$ cat config.mk
export PLATFORM = sky130hd
export DESIGN_NAME = json_string_unescape_core
export DESIGN_NICKNAME = d
export VERILOG_FILES = /design/src/hdl/jsu_pkg.sv /design/src/hdl/jsu_decode.sv /design/src/hdl/jsu_out_buf.sv /design/src/hdl/json_string_unescape_core.sv
export SDC_FILE = /design/constraint.sdc
export NUM_CORES = 1
export LEC_CHECK = 0
export BUFFER_PORTS_ARGS = -buffer_cell sky130_fd_sc_hd__buf_2
export CORE_MARGIN = 3
export CORE_UTILIZATION = 60
export CTS_CLUSTER_DIAMETER = 150
export DETAILED_ROUTE_END_ITERATION = 10
export PLACE_DENSITY_LB_ADDON = 0.3
export SETUP_SLACK_MARGIN = 0.02
export SYNTH_ARGS = -nofsm -noshare
export SYNTH_HDL_FRONTEND = slang
export SYNTH_SLANG_ARGS = --single-unit
$ cat constraint.sdc
create_clock -name i_clk -period 8.2 [get_ports i_clk]
set_input_delay 0.82 -clock i_clk [delete_from_list [all_inputs] [get_ports i_clk]]
set_output_delay 0.82 -clock i_clk [all_outputs]
set_load 0.02 [all_outputs]
$ cat src/hdl/jsu_pkg.sv
// Shared types, character codes and a helper function of the JSON string unescaper.
`default_nettype none
package jsu_pkg;

    // Result kind carried in tuser
    typedef enum logic [1:0] {
        KIND_DATA = 2'd0,
        KIND_DONE = 2'd1,
        KIND_ERR  = 2'd2
    } t_kind;

    // Decoder phase, one-hot
    typedef enum logic [6:0] {
        PH_WAIT = 7'b0000001,
        PH_STR  = 7'b0000010,
        PH_ESC  = 7'b0000100,
        PH_HEX1 = 7'b0001000,
        PH_HEX2 = 7'b0010000,
        PH_HEX3 = 7'b0100000,
        PH_HEX4 = 7'b1000000
    } t_phase;

    localparam logic [7:0] CH_QUOTE  = 8'h22;
    localparam logic [7:0] CH_BSLASH = 8'h5C;
    localparam logic [7:0] CH_SLASH  = 8'h2F;
    localparam logic [7:0] CH_B      = 8'h62;
    localparam logic [7:0] CH_F      = 8'h66;
    localparam logic [7:0] CH_N      = 8'h6E;
    localparam logic [7:0] CH_R      = 8'h72;
    localparam logic [7:0] CH_T      = 8'h74;
    localparam logic [7:0] CH_U      = 8'h75;

    localparam logic [7:0] CTL_BS  = 8'h08;
    localparam logic [7:0] CTL_FF  = 8'h0C;
    localparam logic [7:0] CTL_LF  = 8'h0A;
    localparam logic [7:0] CTL_CR  = 8'h0D;
    localparam logic [7:0] CTL_TAB = 8'h09;

    localparam logic [7:0] UTF_CONT  = 8'h80;
    localparam logic [7:0] UTF_LEAD2 = 8'hC0;
    localparam logic [7:0] UTF_LEAD3 = 8'hE0;

    // Up to three decoded results caused by one input byte
    typedef struct packed {
        logic [1:0] cnt;     // number of results, 0..3
        t_kind      kind;
        logic [7:0] byte0;
        logic [7:0] byte1;
        logic [7:0] byte2;
    } t_bundle;

    // Hex digit check: bit 4 is set for a valid digit, bits 3:0 hold its value
    function automatic logic [4:0] hex_value(input logic [7:0] b);
        logic [4:0] res;
        res = 5'd0;
        if (b inside {[8'h30:8'h39]}) begin
            res = {1'b1, b[3:0]};
        end else if (b inside {[8'h41:8'h46], [8'h61:8'h66]}) begin
            res = {1'b1, b[3:0] + 4'd9};
        end
        return res;
    endfunction

endpackage
`default_nettype wire

$ cat src/hdl/jsu_decode.sv
// Per-byte decoder: phase and hex accumulator, and the result bundle for one byte.
`default_nettype none
module jsu_decode
    import jsu_pkg::*;
(
    input  wire logic       i_clk,
    input  wire logic       i_rst_n,
    input  wire logic       i_accept,
    input  wire logic [7:0] i_byte,
    input  wire logic       i_eot,
    output t_bundle         o_bundle
);

    t_phase      r_phase, n_phase;
    logic [11:0] r_accum, n_accum;
    logic [4:0]  hex;
    logic [15:0] code;
    logic        err;

    assign hex  = hex_value(i_byte);
    assign code = {r_accum, hex[3:0]};

    always_comb begin
        n_phase  = r_phase;
        n_accum  = r_accum;
        err      = 1'b0;
        o_bundle = '{cnt: 2'd0, kind: KIND_DATA, byte0: 8'd0, byte1: 8'd0, byte2: 8'd0};
        case (r_phase)
            PH_STR: begin
                if (i_byte == CH_QUOTE) begin
                    n_phase        = PH_WAIT;
                    n_accum        = 12'd0;
                    o_bundle.cnt   = 2'd1;
                    o_bundle.kind  = KIND_DONE;
                end else if (i_eot) begin
                    err = 1'b1;
                end else if (i_byte == CH_BSLASH) begin
                    n_phase = PH_ESC;
                end else begin
                    o_bundle.cnt   = 2'd1;
                    o_bundle.byte0 = i_byte;
                end
            end
            PH_ESC: begin
                if (i_eot) begin
                    err = 1'b1;
                end else begin
                    n_phase      = PH_STR;
                    o_bundle.cnt = 2'd1;
                    case (i_byte)
                        CH_QUOTE:  o_bundle.byte0 = CH_QUOTE;
                        CH_BSLASH: o_bundle.byte0 = CH_BSLASH;
                        CH_SLASH:  o_bundle.byte0 = CH_SLASH;
                        CH_B:      o_bundle.byte0 = CTL_BS;
                        CH_F:      o_bundle.byte0 = CTL_FF;
                        CH_N:      o_bundle.byte0 = CTL_LF;
                        CH_R:      o_bundle.byte0 = CTL_CR;
                        CH_T:      o_bundle.byte0 = CTL_TAB;
                        CH_U: begin
                            n_phase      = PH_HEX1;
                            n_accum      = 12'd0;
                            o_bundle.cnt = 2'd0;
                        end
                        default:   err = 1'b1;
                    endcase
                end
            end
            PH_HEX1, PH_HEX2, PH_HEX3: begin
                if (i_eot || !hex[4]) begin
                    err = 1'b1;
                end else begin
                    n_accum = {r_accum[7:0], hex[3:0]};
                    case (r_phase)
                        PH_HEX1: n_phase = PH_HEX2;
                        PH_HEX2: n_phase = PH_HEX3;
                        default: n_phase = PH_HEX4;
                    endcase
                end
            end
            PH_HEX4: begin
                if (i_eot || !hex[4]) begin
                    err = 1'b1;
                end else begin
                    n_phase = PH_STR;
                    n_accum = 12'd0;
                    // Encode the code point as UTF-8
                    if (code[15:7] == 9'd0) begin
                        o_bundle.cnt   = 2'd1;
                        o_bundle.byte0 = {1'b0, code[6:0]};
                    end else if (code[15:11] == 5'd0) begin
                        o_bundle.cnt   = 2'd2;
                        o_bundle.byte0 = UTF_LEAD2 | {3'd0, code[10:6]};
                        o_bundle.byte1 = UTF_CONT | {2'd0, code[5:0]};
                    end else begin
                        o_bundle.cnt   = 2'd3;
                        o_bundle.byte0 = UTF_LEAD3 | {4'd0, code[15:12]};
                        o_bundle.byte1 = UTF_CONT | {2'd0, code[11:6]};
                        o_bundle.byte2 = UTF_CONT | {2'd0, code[5:0]};
                    end
                end
            end
            default: begin
                // Waiting for the opening quote
                if (i_byte != CH_QUOTE || i_eot) begin
                    err = 1'b1;
                end else begin
                    n_phase = PH_STR;
                end
            end
        endcase
        if (err) begin
            n_phase  = PH_WAIT;
            n_accum  = 12'd0;
            o_bundle = '{cnt: 2'd1, kind: KIND_ERR, byte0: 8'd0, byte1: 8'd0, byte2: 8'd0};
        end
    end

    always_ff @(posedge i_clk) begin
        if (!i_rst_n) begin
            r_phase <= PH_WAIT;
            r_accum <= 12'd0;
        end else if (i_accept) begin
            r_phase <= n_phase;
            r_accum <= n_accum;
        end
    end

endmodule
`default_nettype wire

$ cat src/hdl/jsu_out_buf.sv
// Result register: holds one bundle and drains it one result per transaction.
`default_nettype none
module jsu_out_buf
    import jsu_pkg::*;
(
    input  wire logic       i_clk,
    input  wire logic       i_rst_n,
    input  wire logic       i_accept,
    input  wire t_bundle    i_bundle,
    output logic            o_free,
    output logic            o_valid,
    input  wire logic       i_ready,
    output logic [7:0]      o_byte,
    output t_kind           o_kind,
    output logic            o_last
);

    logic       r_valid, n_valid;
    t_bundle    r_bundle;
    logic [1:0] r_idx, n_idx;
    logic       take;

    assign o_valid = r_valid;
    assign o_kind  = r_bundle.kind;
    assign o_last  = (r_idx == r_bundle.cnt - 2'd1);
    assign take    = r_valid && i_ready;
    assign o_free  = !r_valid || (i_ready && o_last);

    always_comb begin
        case (r_idx)
            2'd0:    o_byte = r_bundle.byte0;
            2'd1:    o_byte = r_bundle.byte1;
            default: o_byte = r_bundle.byte2;
        endcase
    end

    always_comb begin
        n_valid = r_valid;
        n_idx   = r_idx;
        if (take) begin
            if (o_last) begin
                n_valid = 1'b0;
            end else begin
                n_idx = r_idx + 2'd1;
            end
        end
        if (i_accept && i_bundle.cnt != 2'd0) begin
            n_valid = 1'b1;
            n_idx   = 2'd0;
        end
    end

    always_ff @(posedge i_clk) begin
        if (!i_rst_n) begin
            r_valid <= 1'b0;
            r_idx   <= 2'd0;
        end else begin
            r_valid <= n_valid;
            r_idx   <= n_idx;
        end
    end

    // Payload: load only when a new bundle with results comes in
    always_ff @(posedge i_clk) begin
        if (i_accept && i_bundle.cnt != 2'd0) begin
            r_bundle <= i_bundle;
        end
    end

endmodule
`default_nettype wire

$ cat src/hdl/json_string_unescape_core.sv
// Top level of the JSON string unescaper: stream ports, decoder and result register.
`default_nettype none
// Decodes one JSON string literal per run, one encoded byte per input transaction,
// opening quote first. Simple escapes give one byte, \uXXXX gives its UTF-8 form in
// one to three bytes (surrogates are passed as separate three-byte sequences), the
// closing quote gives a "complete" result and any framing or escape fault gives a
// single "error" result; either way the block then waits for the next opening quote.
// Output kind is on tuser (0 data, 1 complete, 2 error) and tlast marks the final
// result caused by an input byte. Each input byte is decoded in the cycle it is
// accepted and its results appear from the next cycle on. The input accepts one
// byte per cycle while the output is ready and every byte yields at most one result;
// a byte that yields two or three UTF-8 bytes holds the input until its last one is
// taken, since the result register drains one result per output transaction. Bytes
// that yield no result (opening quote, backslash, the first hex digits) pass freely.
module json_string_unescape_core
    import jsu_pkg::*;
(
    input  wire logic       i_clk,
    input  wire logic       i_rst_n,
    input  wire logic       i_s_axis_tvalid,
    output logic            o_s_axis_tready,
    input  wire logic [7:0] i_s_axis_tdata,   // [7:0] in_byte
    input  wire logic       i_s_axis_tlast,   // end_of_text
    output logic            o_m_axis_tvalid,
    input  wire logic       i_m_axis_tready,
    output logic [7:0]      o_m_axis_tdata,   // [7:0] out_byte
    output logic [1:0]      o_m_axis_tuser,   // [1:0] kind
    output logic            o_m_axis_tlast    // last_of_run
);

    logic    w_accept;
    logic    w_free;
    t_bundle w_bundle;
    t_kind   w_kind;

    // Accept a byte only when the result register is empty or drains this cycle
    assign o_s_axis_tready = w_free;
    assign w_accept        = i_s_axis_tvalid && w_free;
    assign o_m_axis_tuser  = w_kind;

    jsu_decode u_decode (
        .i_clk    (i_clk),
        .i_rst_n  (i_rst_n),
        .i_accept (w_accept),
        .i_byte   (i_s_axis_tdata),
        .i_eot    (i_s_axis_tlast),
        .o_bundle (w_bundle)
    );

    jsu_out_buf u_out_buf (
        .i_clk    (i_clk),
        .i_rst_n  (i_rst_n),
        .i_accept (w_accept),
        .i_bundle (w_bundle),
        .o_free   (w_free),
        .o_valid  (o_m_axis_tvalid),
        .i_ready  (i_m_axis_tready),
        .o_byte   (o_m_axis_tdata),
        .o_kind   (w_kind),
        .o_last   (o_m_axis_tlast)
    );

`ifndef ASSERT_OFF
    // Completion and error are always a single result
    a_ctl_single: assert property (@(posedge i_clk) disable iff (!i_rst_n)
        o_m_axis_tvalid && o_m_axis_tuser != KIND_DATA |-> o_m_axis_tlast)
        else $error("complete or error result not marked last");

    // A multi-byte run keeps going after a non-final transaction
    a_run_continues: assert property (@(posedge i_clk) disable iff (!i_rst_n)
        o_m_axis_tvalid && i_m_axis_tready && !o_m_axis_tlast |=> o_m_axis_tvalid)
        else $error("result run dropped before its last byte");

    // Input stays stalled while results of the previous byte remain
    a_hold_input: assert property (@(posedge i_clk) disable iff (!i_rst_n)
        o_m_axis_tvalid && !(i_m_axis_tready && o_m_axis_tlast) |-> !o_s_axis_tready)
        else $error("input accepted while earlier results are pending");

    // Data bytes and zero payload agree with the kind
    a_ctl_zero: assert property (@(posedge i_clk) disable iff (!i_rst_n)
        o_m_axis_tvalid && o_m_axis_tuser != KIND_DATA |-> o_m_axis_tdata == 8'd0)
        else $error("nonzero byte on complete or error result");
`endif

endmodule
`default_nettype wire

# After elaboration in Yosys (flattened, before gate mapping)
# Cells that the tools add are included.
classes:
  add_sub_neg: 3
  mul: 0
  div: 0
  magnitude_cmp: 6
  n_eq_ne: 26
  shift: 0
  n_mux: 55
  bitwise: 4
  reduce_logical: 31
ops:
  columns: ["operator", "n"]
  rows:
  - ["12-bit two-way mux", 6]
  - ["8-bit by 7-bit equality test with 1-bit output, second input constant", 7]
  - ["7-bit two-way mux", 8]
  - ["7-bit case mux with 8 select lines", 1]
  - ["8-bit two-way mux", 6]
  - ["12-bit case mux with 4 select lines", 1]
  - ["16-bit two-way mux", 2]
  - ["28-bit two-way mux", 1]
  - ["7-bit case mux with 4 select lines", 1]
  - ["24-bit two-way mux", 1]
  - ["8-bit case mux with 3 select lines", 1]
  - ["8-bit by 6-bit equality test with 1-bit output, second input constant", 2]
  - ["8-bit by 7-bit >= comparator with 1-bit output, second input constant", 2]
  - ["8-bit by 7-bit <= comparator with 1-bit output, second input constant", 2]
  - ["8-bit case mux with 2 select lines", 1]
  - ["1-bit two-way mux", 14]
  - ["14-bit two-way mux", 1]
  - ["7-bit case mux with 2 select lines", 1]
  - ["7-bit AND reduction", 2]
  - ["3-bit by 2-bit inequality test with 1-bit output, second input constant", 4]
  - ["2-bit two-way mux", 5]
  - ["5-bit two-way mux", 2]
  - ["9-bit zero test", 1]
  - ["9-bit OR reduction", 1]
  - ["other kinds (34)", 52]
word_totals:
  regBits: 50
  latch_bits: 0
  mem_bits_rw: 0
  mem_bits_ro: 0
  wordCells: 136
  n_memories: 0

# Depth between registers and ports, before layout
depth:
  depth_word: 14
  ltp_mapped: 10

# Cells and area by module
# From an unflattened synthesis, not the netlist that was laid out.
unflattened:
  hier_cells: 340
  hier_area_um2: 3133.0
by_module_without_submodules:
  columns: ["module", "n_inst", "cells_per_inst", "area_per_inst_um2"]
  rows:
  - ["jsu_decode", 1, 260, 1935.6]
  - ["jsu_out_buf", 1, 79, 1191.1]
  - ["json_string_unescape_core", 1, 1, 6.3]

# Least setup slack after synthesis
# Ideal clock, no wire load.
synth_timing:
  kind: "input to register"
  start: "in i_s_axis_tdata[0]"
  end: "reg u_out_buf.r_bundle (netlist bit u_out_buf.o_kind[0]), enable pin"
  arrival_ns: 2.894
  required_ns: 7.913
  path_slack_ns: 5.019
  cell_stages: 8
  path_buffers: 0
  cell_sequence: "inv_1 ha_1 o21bai_1 a2111oi_2 o21ba_4 o21ai_4 a31oi_4 o311a_4"
synth_between:
  elab_chain_cells: 12
synth_lines:
  columns: ["item", "line", "source"]
  rows:
  - ["start: declaration", "json_string_unescape_core.sv:22", "input wire logic [7:0] i_s_axis_tdata,"]
  - ["8-bit by 7-bit >= comparator with 1-bit output / 8-bit by 7-bit <= comparator with 1-bit output (equally long branches)", "jsu_pkg.sv:58", "end else if (b inside {[8'h41:8'h46], [8'h61:8'h66]}) begin"]
  - ["1-bit logical AND", "jsu_pkg.sv:58", null]
  - ["2-bit nonzero test", "jsu_pkg.sv:58", null]
  - ["5-bit two-way mux", "jsu_pkg.sv:58", null]
  - ["5-bit two-way mux", "jsu_pkg.sv:56", "if (b inside {[8'h30:8'h39]}) begin"]
  - ["1-bit zero test", "jsu_decode.sv:69, jsu_decode.sv:81", null]
  - ["1-bit logical OR", "jsu_decode.sv:69, jsu_decode.sv:81", null]
  - ["2-bit two-way mux / 1-bit two-way mux (equally long branches)", "jsu_decode.sv:81, jsu_decode.sv:69", null]
  - ["2-bit case mux with 3 select lines / 1-bit case mux with 3 select lines (equally long branches)", "jsu_decode.sv:28", "case (r_phase)"]
  - ["28-bit two-way mux *", "jsu_decode.sv:111", "if (err) begin"]
  - ["2-bit nonzero test *", "jsu_out_buf.sv:65", "if (i_accept && i_bundle.cnt != 2'd0) begin"]
  - ["1-bit logical AND *", "jsu_out_buf.sv:65", null]
  - ["end signal: assignment", "jsu_out_buf.sv:66", "r_bundle <= i_bundle;"]
  - ["end: declaration", "jsu_out_buf.sv:19", "t_bundle r_bundle;"]
# Mark *: on every way between the ends. The rest lies on a longest branch, timed or not.
# A chain may end at the register's enable or synchronous reset.

# Worst setup path after layout
layout_timing:
  start: "in i_s_axis_tdata[1]"
  end: "reg u_decode.r_accum[10]"
layout_between:
  elab_chain_cells: 11
layout_lines:
  columns: ["item", "line", "source"]
  rows:
  - ["8-bit by 7-bit >= comparator with 1-bit output / 8-bit by 7-bit <= comparator with 1-bit output (equally long branches)", "jsu_pkg.sv:58", null]
  - ["1-bit logical AND", "jsu_pkg.sv:58", null]
  - ["2-bit nonzero test", "jsu_pkg.sv:58", null]
  - ["5-bit two-way mux", "jsu_pkg.sv:58", null]
  - ["5-bit two-way mux", "jsu_pkg.sv:56", null]
  - ["1-bit zero test", "jsu_decode.sv:69, jsu_decode.sv:81", null]
  - ["1-bit logical OR", "jsu_decode.sv:69, jsu_decode.sv:81", null]
  - ["1-bit two-way mux", "jsu_decode.sv:69, jsu_decode.sv:81", null]
  - ["1-bit case mux with 3 select lines", "jsu_decode.sv:28", null]
  - ["3-bit by 2-bit inequality test with 1-bit output (no line), or another cell as far along", null, null]
  - ["7-bit AND reduction (no line)", null, null]
  - ["end signal: assignment", "jsu_decode.sv:124", "r_accum <= n_accum;"]
  - ["end: declaration", "jsu_decode.sv:15", "logic [11:0] r_accum, n_accum;"]
# Several ways; a longest one is shown, not always the timed one.

==> qor.csv <==
stage,metric,value,unit
outcome,status,"complete, no violations",
timing,hold_ws,0.470,ns
setup_path,CP Launch Type,primary input,
drt,Post-DRT Antenna Nets,0,
setup_path,CP Capture Type,flop,
yosys,post-synthesis compound-gate area fraction,0.231,
yosys,Post-synth top flop,edfxtp_1,
timing,crit share post-route,0.425,
min_path,Cells on Worst Hold Path,2,
clocking,H-tree depth,2,
yosys,Post-synth EDFFs,26,
timing,unrepaired setup endpoints after global routing,false,
drt,WL final,6760,µm
drt,DRT iter0 DRCs,221,
yosys,Synth area leaders,"edfxtp_1 26%, dfxtp_1 15%, nand2_1 6.6%",
placed_design,Post-DP HPWL,4910,µm
yosys,xor/xnor cell area share of the yosys netlist,0.0118,
final_layout,FF+latch area,1220,µm²
yosys,yosys warns,0,
floorplan,io pins,26,
placed_design,Setup WS pre-CTS,4.46,ns
final_layout,final cell count without fillers,426,
global_route,largest net degree at the start of global routing,29,
power,PwrDens,148,nW/µm²
setup_path,reg-to-reg endpoint,u_decode.r_accum[6],
yosys,mux contribution to synthesized area,0.0139,
setup_path,CP Max Fanout,12,
setup_path,worst r2r src,u_decode.r_phase[3],
drt,vias per std cell,6.23,
final_layout,fill count,385,
timing,setup ws final,4.72,ns
clocking,Clock Latency Late Sink,0.30,ns
clocking,post-CTS sizing,0,
timing,Final Hold Vio Count,0,
floorplan,Die ar.,5840,µm²
min_path,Worst Hold Path EP,u_decode.r_accum[4],
final_layout,final core occ,0.701,
yosys,Gate Count Post-Synth,344,
placed_design,area of placed instances,3090,µm²
final_layout,final instance area,3200,µm²
yosys,post-synthesis cell area,2970,µm²
yosys,register bit total from synthesis,48,
setup_path,reg2reg path depth,7,
final_layout,multi-input logic area,1570,µm²
yosys,Mapped Nets,363,
timing,FMAX,287,MHz
global_route,grt total ovfl,0,
drt,drt first pass iters,6,
clocking,hold_buf cts,0,
clocking,root buffer cell,clkbuf_8,
setup_path,FF-to-FF setup slack,5.14,ns
final_layout,synth-to-layout area growth,7.70,%
yosys,Adder-Cell Fraction of Synth Area,0.0253,
placed_design,Post-Place Cells,418,
placed_design,GP Congestion,0.988,
run,max cap viols,0,
drt,Met2 Wirelength,3080,µm
drt,Max Used Layer,met4,
global_route,All-Layer GR Usage,0.236,
yosys,dominant cell type by area after synthesis,edfxtp_1,
global_route,vias in the first global route,2394,
yosys,post-synthesis simple-gate area fraction,0.245,
clocking,post-CTS setup buffer count,0,
floorplan,Die W,76.4,µm
timing,setup total negative slack,0,ns
drt,wire per inst,15.9,µm
global_route,antenna violations before repair,0,
drt,vias,2652,
min_path,worst hold start,u_decode.r_accum[0],
setup_path,required time worst endpoint,8.42,ns
floorplan,die height,76.4,µm
timing,Worst-Margin Slew,1.06,ns
final_layout,fraction of layout instances using a drive strength above 1,0.130,
floorplan,Initial Utilization,0.651,
timing,relative max-transition margin,0.285,
final_layout,Antenna diodes,0,
yosys,Synth Area per Inst,8.64,µm²
floorplan,Core Footprint,4560,µm²
yosys,post-synth top area share,0.263,
clocking,Num CTS Buffers,5,
global_route,global-route wire length before repair,11300,µm
min_path,Hold/Removal Path Class,flop to flop,
drt,met3 routed WL,564,µm
clocking,CTS tree,built,
clocking,clk buf depth,2,
power,Final Power,475,µW
drt,DRC viols,0,
final_layout,Final nets,379,
clocking,clock-pin slew on the worst setup and hold paths,0.08,ns
yosys,asr flop ratio synth,0,
floorplan,num rows,24,
timing,max-slew violation count,0,
timing,Period minus WS final,3.48,ns
yosys,largest family of logic cells by synthesized area,simple AND/OR/NAND/NOR gates,
placed_design,port bufs,25,
power,Leak Pwr,1.24,nW
yosys,distinct cell type count after synthesis,61,
clocking,Clock Sinks,48,
yosys,sequential fraction of the synthesis area,0.411,
drt,WL met1,2950,µm
timing,Clock Skew,0.00868,ns
power,Worst VDD drop,67.4,µV
timing,# setup viols final,0,
setup_path,kind of critical path,primary input to flop,
setup_path,"Arr. time, crit path",3.70,ns
## cells in the mapped netlist, types with 7 or more instances
cell,n
o21ai_0,31
nand2_1,52
nor2_1,32
nor2b_1,7
inv_1,26
edfxtp_1,26
dfxtp_1,22
nand3_1,10
nor3_1,7
a21oi_1,10
a22oi_1,12
## layout make-up
| cell class | count | share of cell area |
|---|---|---|
| inverters | 26 | 0.0305 |
| clock buffers | 5 | 0.0215 |
| well taps | 65 | 0.0254 |
| multi-input cells | 254 | 0.489 |
| clock inverters | 3 | 0.0133 |
| flip-flops and latches | 48 | 0.381 |
| repair buffers | 25 | 0.0391 |
## logic make-up (layout without fill, tap and decap cells)
group	count (synthesis)	after routing
compound gates	96	96
simple gates	144	144
flops	48	48
xor+xnor	4	4
fa+ha+maj	6	6
mux	4	4
buf+inv	42	59
## critical path, stage by stage
cell       delay, ns
buf_2           0.15
inv_1           0.08
ha_1            0.22
o21bai_1        0.12
a2111oi_2       0.77
o21ba_4         0.27
o21ai_4         0.16
nor4b_2         0.86
nand2_1         0.13
o21ai_0         0.11
## power breakdown
group / switching, mW / internal [mW] / leakage [nW] / total [mW]
registers: 0.00192 / 0.259 / 0.430 / 0.261
clock network: 0.0783 / 0.0903 / 0.0558 / 0.169
logic: 0.0307 / 0.0145 / 0.752 / 0.0452
## placed cells by master, fill, tap and decap left out, types with 2 or more instances in the layout
| cell | netlist | final |
|---|---|---|
| a22o_1 | 4 | 4 |
| nor2_1 | 32 | 32 |
| nor3_1 | 7 | 7 |
| edfxtp_1 | 26 | 26 |
| and2_1 | 4 | 4 |
| a211oi_1 | 4 | 4 |
| a31o_2 | 3 | 3 |
| nand3_1 | 10 | 10 |
| a21oi_1 | 10 | 10 |
| xor2_1 | 3 | 3 |
| and3_1 | 4 | 4 |
| nand2b_1 | 5 | 5 |
| buf_2 | 5 | 25 |
| a31oi_1 | 4 | 4 |
| nor3b_1 | 4 | 4 |
| a22oi_1 | 12 | 12 |
| nand2_1 | 52 | 52 |
| o21a_1 | 3 | 3 |
| nor4b_2 | 2 | 2 |
| nor2b_1 | 7 | 7 |
| nor4_1 | 4 | 4 |
| clkbuf_8 | 0 | 5 |
| ha_1 | 6 | 6 |
| mux2i_1 | 3 | 3 |
| a21o_1 | 3 | 3 |
| o21ai_0 | 31 | 31 |
| inv_1 | 26 | 26 |
| o211ai_1 | 5 | 5 |
| dfxtp_1 | 22 | 22 |
| or3_1 | 3 | 3 |
| nand4_1 | 2 | 2 |
## worst max-delay path by stage
stage                           start                   end  cells after the start
detailed placement  i_s_axis_tdata[0]  u_decode.r_accum[10]                     10
global placement    i_s_axis_tdata[0]   u_decode.r_accum[4]                     10
finish              i_s_axis_tdata[1]  u_decode.r_accum[10]                     10
CTS                 i_s_axis_tdata[0]  u_decode.r_accum[10]                     10
floorplan           i_s_axis_tdata[0]   u_out_buf.o_kind[0]                      8
global route        i_s_axis_tdata[0]  u_decode.r_accum[10]                     10
## state kept, by name (all words and copies together), names as in the netlist
signal              flops
u_decode.r_phase        7
u_out_buf.r_bundle     24
u_out_buf.o_kind        2
u_out_buf.o_valid       1
u_out_buf.r_idx         2
u_decode.r_accum       12
## metal layers
| metal | track usage | vias up |
|---|---|---|
| li1 | - | 1275 |
| met1 | 0.328 | 1223 |
| met2 | 0.370 | 136 |
| met3 | 0.0402 | 18 |
| met4 | 0.0833 | 0 |
| met5 | 0 | - |
(Power assumes the default switching activity.)
